### config.mk
export PLATFORM = sky130hd
export DESIGN_NAME = gzip_header_name_parser_unit
export DESIGN_NICKNAME = d
export VERILOG_FILES = /design/src/sv/gzhnp_pkg.sv /design/src/sv/gzhnp_in_reg.sv /design/src/sv/gzhnp_parser.sv /design/src/sv/gzhnp_out_reg.sv /design/src/sv/gzip_header_name_parser_unit.sv
export SDC_FILE = /design/constraint.sdc
export NUM_CORES = 1
export LEC_CHECK = 0
export BUFFER_PORTS_ARGS = -buffer_cell sky130_fd_sc_hd__buf_2
export CELL_PAD_IN_SITES_DETAIL_PLACEMENT = 1
export CELL_PAD_IN_SITES_GLOBAL_PLACEMENT = 2
export CORE_ASPECT_RATIO = 1.4
export CORE_UTILIZATION = 40
export CTS_CLUSTER_DIAMETER = 120
export CTS_CLUSTER_SIZE = 24
export DETAILED_ROUTE_END_ITERATION = 16
export GPL_ROUTABILITY_DRIVEN = 0
export HOLD_SLACK_MARGIN = 0.08
export PLACE_DENSITY = 0.86
export SKIP_CTS_REPAIR_TIMING = 1
export SLEW_MARGIN = 20
export SYNTH_ARGS = -nofsm -noshare
export SYNTH_HDL_FRONTEND = slang
export SYNTH_SLANG_ARGS = --single-unit
### constraint.sdc
create_clock -name aclk -period 7.9 [get_ports aclk]
set_input_delay 1.975 -clock aclk [delete_from_list [all_inputs] [get_ports aclk]]
set_output_delay 1.975 -clock aclk [all_outputs]
set_load 0.005 [all_outputs]
### src/sv/gzhnp_pkg.sv
`default_nettype none
package gzhnp_pkg;

    localparam logic [7:0] MAGIC_ID1  = 8'h1F;
    localparam logic [7:0] MAGIC_ID2  = 8'h8B;
    localparam logic [7:0] METHOD_CM  = 8'h08;
    localparam int unsigned FLAG_EXTRA_BIT = 2;
    localparam int unsigned FLAG_NAME_BIT  = 3;

    localparam logic [3:0] POS_ID1    = 4'd0;
    localparam logic [3:0] POS_ID2    = 4'd1;
    localparam logic [3:0] POS_METHOD = 4'd2;
    localparam logic [3:0] POS_FLAGS  = 4'd3;
    localparam logic [3:0] POS_LAST   = 4'd9;

    typedef enum logic [2:0] {
        PH_FIXED   = 3'd0,
        PH_XLEN_LO = 3'd1,
        PH_XLEN_HI = 3'd2,
        PH_EXTRA   = 3'd3,
        PH_NAME    = 3'd4,
        PH_IDLE    = 3'd5
    } phase_t;

    typedef enum logic [2:0] {
        KIND_NAME      = 3'd0,
        KIND_NAME_LAST = 3'd1,
        KIND_DONE      = 3'd2,
        KIND_BAD_MAGIC = 3'd3,
        KIND_TRUNCATED = 3'd4
    } kind_t;

    typedef struct packed {
        logic [7:0] data_byte;
        logic       end_of_file;
    } in_beat_t;

    typedef struct packed {
        logic       valid;
        kind_t      kind;
        logic [7:0] name_byte;
    } result_t;

endpackage
`default_nettype wire

### src/sv/gzhnp_in_reg.sv
`default_nettype none
module gzhnp_in_reg (
    input  wire logic               aclk,
    input  wire logic               aresetn,
    input  wire logic               s_valid,
    output logic                    s_ready,
    input  wire gzhnp_pkg::in_beat_t s_beat,
    input  wire logic               consume,
    output logic                    beat_valid,
    output gzhnp_pkg::in_beat_t     beat
);
    import gzhnp_pkg::*;

    logic     valid_reg;
    logic     valid_next;
    in_beat_t beat_reg;

    assign s_ready    = !valid_reg || consume;
    assign valid_next = (s_valid && s_ready) || (valid_reg && !consume);

    always_ff @(posedge aclk) begin
        if (!aresetn) begin
            valid_reg <= 1'b0;
        end else begin
            valid_reg <= valid_next;
        end
    end

    always_ff @(posedge aclk) begin
        if (s_valid && s_ready) begin
            beat_reg <= s_beat;
        end
    end

    assign beat_valid = valid_reg;
    assign beat       = beat_reg;
endmodule
`default_nettype wire

### src/sv/gzhnp_parser.sv
`default_nettype none
module gzhnp_parser (
    input  wire logic                aclk,
    input  wire logic                aresetn,
    input  wire logic                consume,
    input  wire gzhnp_pkg::in_beat_t beat,
    output gzhnp_pkg::result_t       result
);
    import gzhnp_pkg::*;

    phase_t      phase_reg,        phase_next;
    logic [3:0]  fixed_count_reg,  fixed_count_next;
    logic        magic_ok_reg,     magic_ok_next;
    logic [7:0]  header_flags_reg, header_flags_next;
    logic [15:0] extra_left_reg,   extra_left_next;
    logic [7:0]  length_low_reg,   length_low_next;

    logic        eof;
    logic [7:0]  b;
    logic        status_fire;
    kind_t       status_kind;
    logic        hdr_done;
    logic        do_rearm;
    logic [15:0] xlen;
    logic [15:0] xdec;

    assign eof  = beat.end_of_file;
    assign b    = beat.data_byte;
    assign xlen = {b, length_low_reg};
    assign xdec = extra_left_reg - 16'd1;

    always_comb begin
        phase_next        = phase_reg;
        fixed_count_next  = fixed_count_reg;
        magic_ok_next     = magic_ok_reg;
        header_flags_next = header_flags_reg;
        extra_left_next   = extra_left_reg;
        length_low_next   = length_low_reg;
        status_fire       = 1'b0;
        status_kind       = KIND_DONE;
        hdr_done          = 1'b0;
        do_rearm          = 1'b0;
        result            = '{valid: 1'b0, kind: KIND_DONE, name_byte: 8'd0};

        unique case (phase_reg)
            PH_FIXED: begin
                if (fixed_count_reg == POS_ID1 && b != MAGIC_ID1) begin
                    magic_ok_next = 1'b0;
                end
                if (fixed_count_reg == POS_ID2 && b != MAGIC_ID2) begin
                    magic_ok_next = 1'b0;
                end
                if (fixed_count_reg == POS_METHOD && b != METHOD_CM) begin
                    magic_ok_next = 1'b0;
                end
                if (fixed_count_reg == POS_FLAGS) begin
                    header_flags_next = b;
                end
                if (fixed_count_reg >= POS_LAST) begin
                    priority if (!magic_ok_reg) begin
                        status_fire = 1'b1;
                        status_kind = KIND_BAD_MAGIC;
                    end else if (header_flags_reg[FLAG_EXTRA_BIT]) begin
                        if (eof) begin
                            status_fire = 1'b1;
                            status_kind = KIND_TRUNCATED;
                        end else begin
                            phase_next = PH_XLEN_LO;
                        end
                    end else begin
                        hdr_done = 1'b1;
                    end
                end else if (eof) begin
                    status_fire = 1'b1;
                    status_kind = KIND_TRUNCATED;
                end else begin
                    fixed_count_next = fixed_count_reg + 4'd1;
                end
            end
            PH_XLEN_LO: begin
                length_low_next = b;
                if (eof) begin
                    status_fire = 1'b1;
                    status_kind = KIND_TRUNCATED;
                end else begin
                    phase_next = PH_XLEN_HI;
                end
            end
            PH_XLEN_HI: begin
                extra_left_next = xlen;
                priority if (xlen == 16'd0) begin
                    hdr_done = 1'b1;
                end else if (eof) begin
                    status_fire = 1'b1;
                    status_kind = KIND_TRUNCATED;
                end else begin
                    phase_next = PH_EXTRA;
                end
            end
            PH_EXTRA: begin
                extra_left_next = xdec;
                priority if (xdec == 16'd0) begin
                    hdr_done = 1'b1;
                end else if (eof) begin
                    status_fire = 1'b1;
                    status_kind = KIND_TRUNCATED;
                end
            end
            PH_NAME: begin
                priority if (b == 8'd0) begin
                    status_fire = 1'b1;
                    status_kind = KIND_DONE;
                end else if (eof) begin
                    do_rearm = 1'b1;
                    result   = '{valid: 1'b1, kind: KIND_NAME_LAST, name_byte: b};
                end else begin
                    result   = '{valid: 1'b1, kind: KIND_NAME, name_byte: b};
                end
            end
            default: begin
                do_rearm = eof;
            end
        endcase

        if (hdr_done) begin
            if (!header_flags_next[FLAG_NAME_BIT] || eof) begin
                status_fire = 1'b1;
                status_kind = KIND_DONE;
            end else begin
                phase_next = PH_NAME;
            end
        end

        if (status_fire) begin
            result = '{valid: 1'b1, kind: status_kind, name_byte: 8'd0};
            if (eof) begin
                do_rearm = 1'b1;
            end else begin
                phase_next = PH_IDLE;
            end
        end

        if (do_rearm) begin
            phase_next        = PH_FIXED;
            fixed_count_next  = 4'd0;
            magic_ok_next     = 1'b1;
            header_flags_next = 8'd0;
            extra_left_next   = 16'd0;
            length_low_next   = 8'd0;
        end
    end

    always_ff @(posedge aclk) begin
        if (!aresetn) begin
            phase_reg        <= PH_FIXED;
            fixed_count_reg  <= 4'd0;
            magic_ok_reg     <= 1'b1;
            header_flags_reg <= 8'd0;
            extra_left_reg   <= 16'd0;
            length_low_reg   <= 8'd0;
        end else if (consume) begin
            phase_reg        <= phase_next;
            fixed_count_reg  <= fixed_count_next;
            magic_ok_reg     <= magic_ok_next;
            header_flags_reg <= header_flags_next;
            extra_left_reg   <= extra_left_next;
            length_low_reg   <= length_low_next;
        end
    end
endmodule
`default_nettype wire

### src/sv/gzhnp_out_reg.sv
`default_nettype none
module gzhnp_out_reg (
    input  wire logic               aclk,
    input  wire logic               aresetn,
    input  wire logic               beat_valid,
    input  wire gzhnp_pkg::result_t result,
    output logic                    consume,
    output logic                    m_valid,
    input  wire logic               m_ready,
    output gzhnp_pkg::kind_t        m_kind,
    output logic [7:0]              m_name_byte
);
    import gzhnp_pkg::*;

    logic       valid_reg;
    logic       valid_next;
    logic       load;
    kind_t      kind_reg;
    logic [7:0] name_byte_reg;

    assign consume    = beat_valid && (!valid_reg || m_ready);
    assign load       = consume && result.valid;
    assign valid_next = load || (valid_reg && !m_ready);

    always_ff @(posedge aclk) begin
        if (!aresetn) begin
            valid_reg <= 1'b0;
        end else begin
            valid_reg <= valid_next;
        end
    end

    always_ff @(posedge aclk) begin
        if (load) begin
            kind_reg      <= result.kind;
            name_byte_reg <= result.name_byte;
        end
    end

    assign m_valid     = valid_reg;
    assign m_kind      = kind_reg;
    assign m_name_byte = name_byte_reg;
endmodule
`default_nettype wire

### src/sv/gzip_header_name_parser_unit.sv
`default_nettype none
// Channel   Ports                        Payload
// input     s_tvalid s_tready s_tdata    tdata[7:0] data_byte, tlast end_of_file
//           s_tlast
// result    m_tvalid m_tready m_tdata    tdata[7:0] name_byte, tuser[2:0] kind
//           m_tuser
// Takes one byte beat per cycle while the result register is not stalled.
// Input register, one pass of parser logic, then a result register; the parser
// state advances only when the input register hands its beat on.
// Reset (aresetn low at aclk) arms the parser for a new file; no clearing pass.
// A stalled result register holds the input register, which holds s_tready low.
module gzip_header_name_parser_unit (
    input  wire logic       aclk,
    input  wire logic       aresetn,
    input  wire logic       s_tvalid,
    output logic            s_tready,
    input  wire logic [7:0] s_tdata,   // [7:0] data_byte
    input  wire logic       s_tlast,
    output logic            m_tvalid,
    input  wire logic       m_tready,
    output logic [7:0]      m_tdata,   // [7:0] name_byte
    output logic [2:0]      m_tuser    // [2:0] kind
);
    import gzhnp_pkg::*;

    in_beat_t s_beat;
    in_beat_t beat;
    logic     beat_valid;
    logic     consume;
    result_t  result;
    kind_t    m_kind;

    assign s_beat = '{data_byte: s_tdata, end_of_file: s_tlast};

    gzhnp_in_reg u_in_reg (
        .aclk       (aclk),
        .aresetn    (aresetn),
        .s_valid    (s_tvalid),
        .s_ready    (s_tready),
        .s_beat     (s_beat),
        .consume    (consume),
        .beat_valid (beat_valid),
        .beat       (beat)
    );

    gzhnp_parser u_parser (
        .aclk    (aclk),
        .aresetn (aresetn),
        .consume (consume),
        .beat    (beat),
        .result  (result)
    );

    gzhnp_out_reg u_out_reg (
        .aclk        (aclk),
        .aresetn     (aresetn),
        .beat_valid  (beat_valid),
        .result      (result),
        .consume     (consume),
        .m_valid     (m_tvalid),
        .m_ready     (m_tready),
        .m_kind      (m_kind),
        .m_name_byte (m_tdata)
    );

    assign m_tuser = m_kind;
endmodule
`default_nettype wire
---- Word-level counts from Yosys, hierarchy flattened ----
Index checks and enable logic that the tools add are counted.
storage, ports and cells
  register bits after elaboration ......... 58
  bits of input ports ..................... 13
  output and inout port bits .............. 13
  word-level logic and storage cells ...... 126
operators by class
  add/subtract/negate cells ............... 2
  magnitude comparators ................... 1
  eq/ne operators ......................... 12
  mux-type cells .......................... 62
  bitwise gates (word level) .............. 1
  reduce and logical (&&, ||, !) cells .... 35
operators by type and width
  operator                                                               count
  3-bit 2-to-1 mux                                                       20
  12-bit 2-to-1 mux                                                      3
  16-bit zero test                                                       2
  16-bit one-hot mux with 2 select lines                                 1
  4-bit 2-to-1 mux                                                       7
  1-bit 2-to-1 mux                                                       22
  16-bit 2-to-1 mux                                                      1
  8-bit 2-to-1 mux                                                       2
  16-bit by 1-bit subtractor with 16-bit output, second input constant   1
  3-bit one-hot mux with 4 select lines                                  1
  9-bit 2-to-1 mux                                                       1
  3-bit one-hot mux with 3 select lines                                  1
  4-bit by 2-bit equality test with 1-bit output, second input constant  2
  1-bit logical AND                                                      8
  8-bit zero test                                                        1
  8-bit by 4-bit != test with 1-bit output, second input constant        1
  8-bit by 5-bit != test with 1-bit output, second input constant        1
  8-bit != test, second input constant                                   1
  3-bit by 2-bit equality test with 1-bit output, second input constant  2
  3-bit AND reduction                                                    2
  2-bit nonzero test                                                     3
  1-bit zero test                                                        5
  1-bit logical OR                                                       5
  1-bit one-hot mux with 5 select lines                                  1
  other kinds (17)                                                       19

---- Logic depth before layout (Yosys ltp) ----
  word-level depth ........................ 10
  mapped depth ............................ 8
  depth with buffers taken out ............ 8

---- Hierarchy ----
A second synthesis with hierarchy kept.
second synthesis, totals
  cells, all modules ...................... 343
  area total of the unflattened synthesis .. 3138.0 um^2
modules (own cells, without submodules)
  module         instances  cells each  area an instance (um^2)  sequential area each (um^2)
  gzhnp_parser   1          312         2406.1                   680.7
  gzhnp_out_reg  1          17          404.1                    350.3
  gzhnp_in_reg   1          14          327.8                    290.3

---- Worst setup path after synthesis ----
No wires, ideal clock.
  kind .................................... input-to-output
  start point ............................. in m_tready
  end point ............................... out s_tready
  arrival time ............................ 2.438 ns
  data required time ...................... 5.925 ns
  setup slack ............................. 3.487 ns
  stages on the path ...................... 3
  path buffers ............................ 1
  cells stage by stage .................... nor2b_1 clkbuf_1 nand2_1
between the ends
  longest elaborated chain between the ends .. 3
ends and longest elaborated chain
  item               line                                source
  start, declared    gzip_header_name_parser_unit.sv:20  input wire logic m_tready,
  1-bit logical OR   gzhnp_out_reg.sv:21                 assign consume = beat_valid && (!valid_reg || m_ready);
  1-bit logical AND  gzhnp_out_reg.sv:21
  1-bit logical OR   gzhnp_in_reg.sv:18                  assign s_ready = !valid_reg || consume;
  end, declared      gzip_header_name_parser_unit.sv:16  output logic s_tready,
No other way between the ends.

---- Worst setup path in the final report ----
Same ends and word-level chain as after synthesis.

==> out/qor.txt <==
NetSw: 0.1432 mW
Fraction of layout cells with a size suffix above 1: 12.80%
Cell variety after synth: 62
Min cycle time layout: 4.760 ns
Commonest non-fill, non-tap cells in the layout: 36 x dfxtp_1, 35 x nand2_1, 31 x nor2_1, 25 x buf_2, 23 x o21ai_0
FF-to-FF End: u_out_reg.m_name_byte[6]$_SDFFCE_PP0P_
Area share of and/or/nand/nor cells after synthesis: 28.71%
Leakage Power: 1.262 nW
Number of synthesized flops with an enable pin: 20
Post-synthesis compound-gate area fraction: 17.98%
Gr usage total: 22.68%
Post-Synth Adder-Cell Area: 2.760%
Core area: 7702 µm²
Worst Path Arrival: 2.79 ns
Io pins: 26
Setup WS pre-CTS: 3.124 ns
Fin. max-slew vios: 0
Met3 usage: 3.475%
Syn Inst Count: 356
Initial Utilization: 41.20%
Status: finished, final reports clean
CTS tree: done
Design area: 3452 µm²
Crit path launch: m_tready
Sink Count: 56
Busiest grt layer: met2
Gate power share: 8.7%
Initial DRC Count: 85
Ys Warns: 0
Max-slew headroom: 41.95%
Clock root cell: clkbuf_8
Vias in the first global route: 2,797
Max Clock Freq: 210.1 MHz
Worst hold-check path type: reg -> reg
Die width: 77.28 µm
Power Density: 154.3 nW/µm²
Reg2Reg Setup Slack: 5.03 ns
Row count: 38
Clock Tree Buf Depth: 2
Buffers on Ports: 25
Worst Max-Slew Pin Slew: 0.8661 ns
Vias/cell: 5.779
Synth Register Bits: 56
CTS buffer count: 5
FF-to-FF path depth: 7
Worst Setup End Kind: output pin
Via count: 2,745
DRT Pass-1 Iters: 4
CTS HTree Levels: 2
Detailed Route WL: 8853 µm
Max cap viols: 0
Max reg flops: 16
Mux cell area share after synthesis: 2.839%
Largest family of logic cells by synthesized area: simple AND/OR/NAND/NOR gates
Final hold slack: 0.5050 ns
Fillcell total: 943
Fraction of registers with async set/reset: 0%
Post-route antenna net violation count: 0
Final setup vio count: 0
Power share of the clock group: 31.7%
Mapped Area: 3173 µm²
Sw frac: 26.90%
Nets: 394
Clk pin slew, worst setup/hold paths: 0.10 ns
Commonest non-fill, non-tap cell in the layout: dfxtp_1
Largest fanout on the critical path: 8
Worst-Skew Late Latency: 0.33 ns
Net Count, Synth: 376
Post-Synth XOR/XNOR Area: 1.932%
Placed cell areas: 3352 µm²
Final std cells w/o fill: 475
Internal: 0.3893 mW
Met2 Usage GRT: 41.97%
Grt met1 use: 24.88%
Die Height: 107.4 µm
Placed insts: 467
Area delta synth->final: 8.793%
Setup TNS: 0 ns
Sequential area share after synthesis: 41.64%
Most used flip-flop cell after synthesis: dfxtp_1
Avg Cell Area, Syn: 8.913 µm²
Die area: 8298 µm²
Ant diodes: 0
HPWL after DPL: 6647 µm
Final Cycle Share: 60.26%
Initial antenna violation count: 0
Critical path class: in -> out
CP Launch Type: primary input
Setup Skew: 0.008457 ns
Final Hold Vio Count: 0
Drt wl/cell: 18.64 µm
Final WS setup: 3.140 ns
DRC violations left: 0
Overflow after GRT: 0
Worst R2R Start: u_parser.extra_left_reg[0]$_SDFFE_PN0P_
Largest net degree at the start of global routing: 25
CP required: 5.93 ns
Register share of total power: 59.6%
Crit path capture: s_tready
VDD IR max: 0.07879 mV
Global-route wire length before repair: 14,390 µm
RSZ-0062 raised after global routing: false
-- cells in the mapped netlist (4+ instances only) --
cell	n	share of area, %
and2_1	14	2.8
o211ai_1	4	0.95
nor2b_1	13	2.6
nor2_1	31	3.7
a21oi_1	17	2.7
nand2b_1	6	1.2
inv_1	13	1.5
nand2_1	35	4.1
a22oi_1	4	0.95
edfxtp_1	20	19
o21ai_0	23	3.6
nand3_1	9	1.4
ha_1	7	2.8
dfxtp_1	36	23
o22ai_1	4	0.79
nor4_1	4	0.79
xor2_1	4	1.1
mux2i_1	9	2.8
nor3_1	12	1.9
and3_1	5	0.99
nand4_1	10	2.0
clkbuf_1	9	1.1
a31oi_1	10	2.0
-- cell families (layout without fill, tap and decap cells) --
group / Yosys count / count (layout)
and+or+nand+nor: 162 / 162
AOI/OAI and AO/OA: 86 / 86
DFF: 56 / 56
buffers and inverters: 29 / 48
muxes: 9 / 9
adders and majority gates: 7 / 7
xor gates and xnor gates: 7 / 7
-- routing by layer --
metal / up-vias / routed length (µm)
li1: 1333 / -
met5: - / 0
met3: 21 / 244
met2: 55 / 4695
met4: 0 / 350
met1: 1336 / 3563
-- worst min path at each step --
stage | startpoint | endpoint | slack (ns) | depth (start not counted)
floorplan | u_parser.magic_ok_reg$_SDFFE_PN1P_ | u_parser.magic_ok_reg$_SDFFE_PN1P_ | 0.46 | 2
global route | u_parser.extra_left_reg[15]$_SDFFE_PN0P_ | u_parser.extra_left_reg[15]$_SDFFE_PN0P_ | 0.52 | 2
detailed placement | u_parser.extra_left_reg[15]$_SDFFE_PN0P_ | u_parser.extra_left_reg[15]$_SDFFE_PN0P_ | 0.49 | 2
finish | u_parser.extra_left_reg[15]$_SDFFE_PN0P_ | u_parser.extra_left_reg[15]$_SDFFE_PN0P_ | 0.51 | 2
global placement | u_parser.magic_ok_reg$_SDFFE_PN1P_ | u_parser.magic_ok_reg$_SDFFE_PN1P_ | 0.48 | 2
CTS | u_parser.extra_left_reg[15]$_SDFFE_PN0P_ | u_parser.extra_left_reg[15]$_SDFFE_PN0P_ | 0.50 | 2
-- worst max-delay path, stage by stage --
cell and delay, ns:
buf_2 0.10, nor2b_1 0.44, nand2_1 0.12, buf_2 0.15
-- through the flow --
stage	utilization [%]	power (mW)
finish	44.82	0.5325
global route	44.82	0.5581
CTS	44.74	0.5383
detailed placement	43.52	0.3705
global placement	43.52	0.3691
floorplan	-	0.3518
-- power by group through the flow --
stage	Combinational, mW	Sequential (mW)	Clock [mW]
5_1_grt	0.0517	0.319	0.188
3_3_place_gp	0.0453	0.324	0
6_report	0.0465	0.317	0.169
3_5_place_dp	0.0464	0.324	0
2_1_floorplan	0.0333	0.318	0
4_1_cts	0.0466	0.318	0.174
-- layout make-up --
cell class / instances / area (µm²) / area share [%]
clock inverters: 3 / 25.02 / 0.7249
clock buffers: 5 / 68.82 / 1.993
multi-input cells: 271 / 1727 / 50.02
inverters: 14 / 52.55 / 1.522
well taps: 100 / 125.1 / 3.625
flip-flops and latches: 56 / 1321 / 38.27
repair buffers: 26 / 132.6 / 3.842
Power figures use the tool's default switching activity.
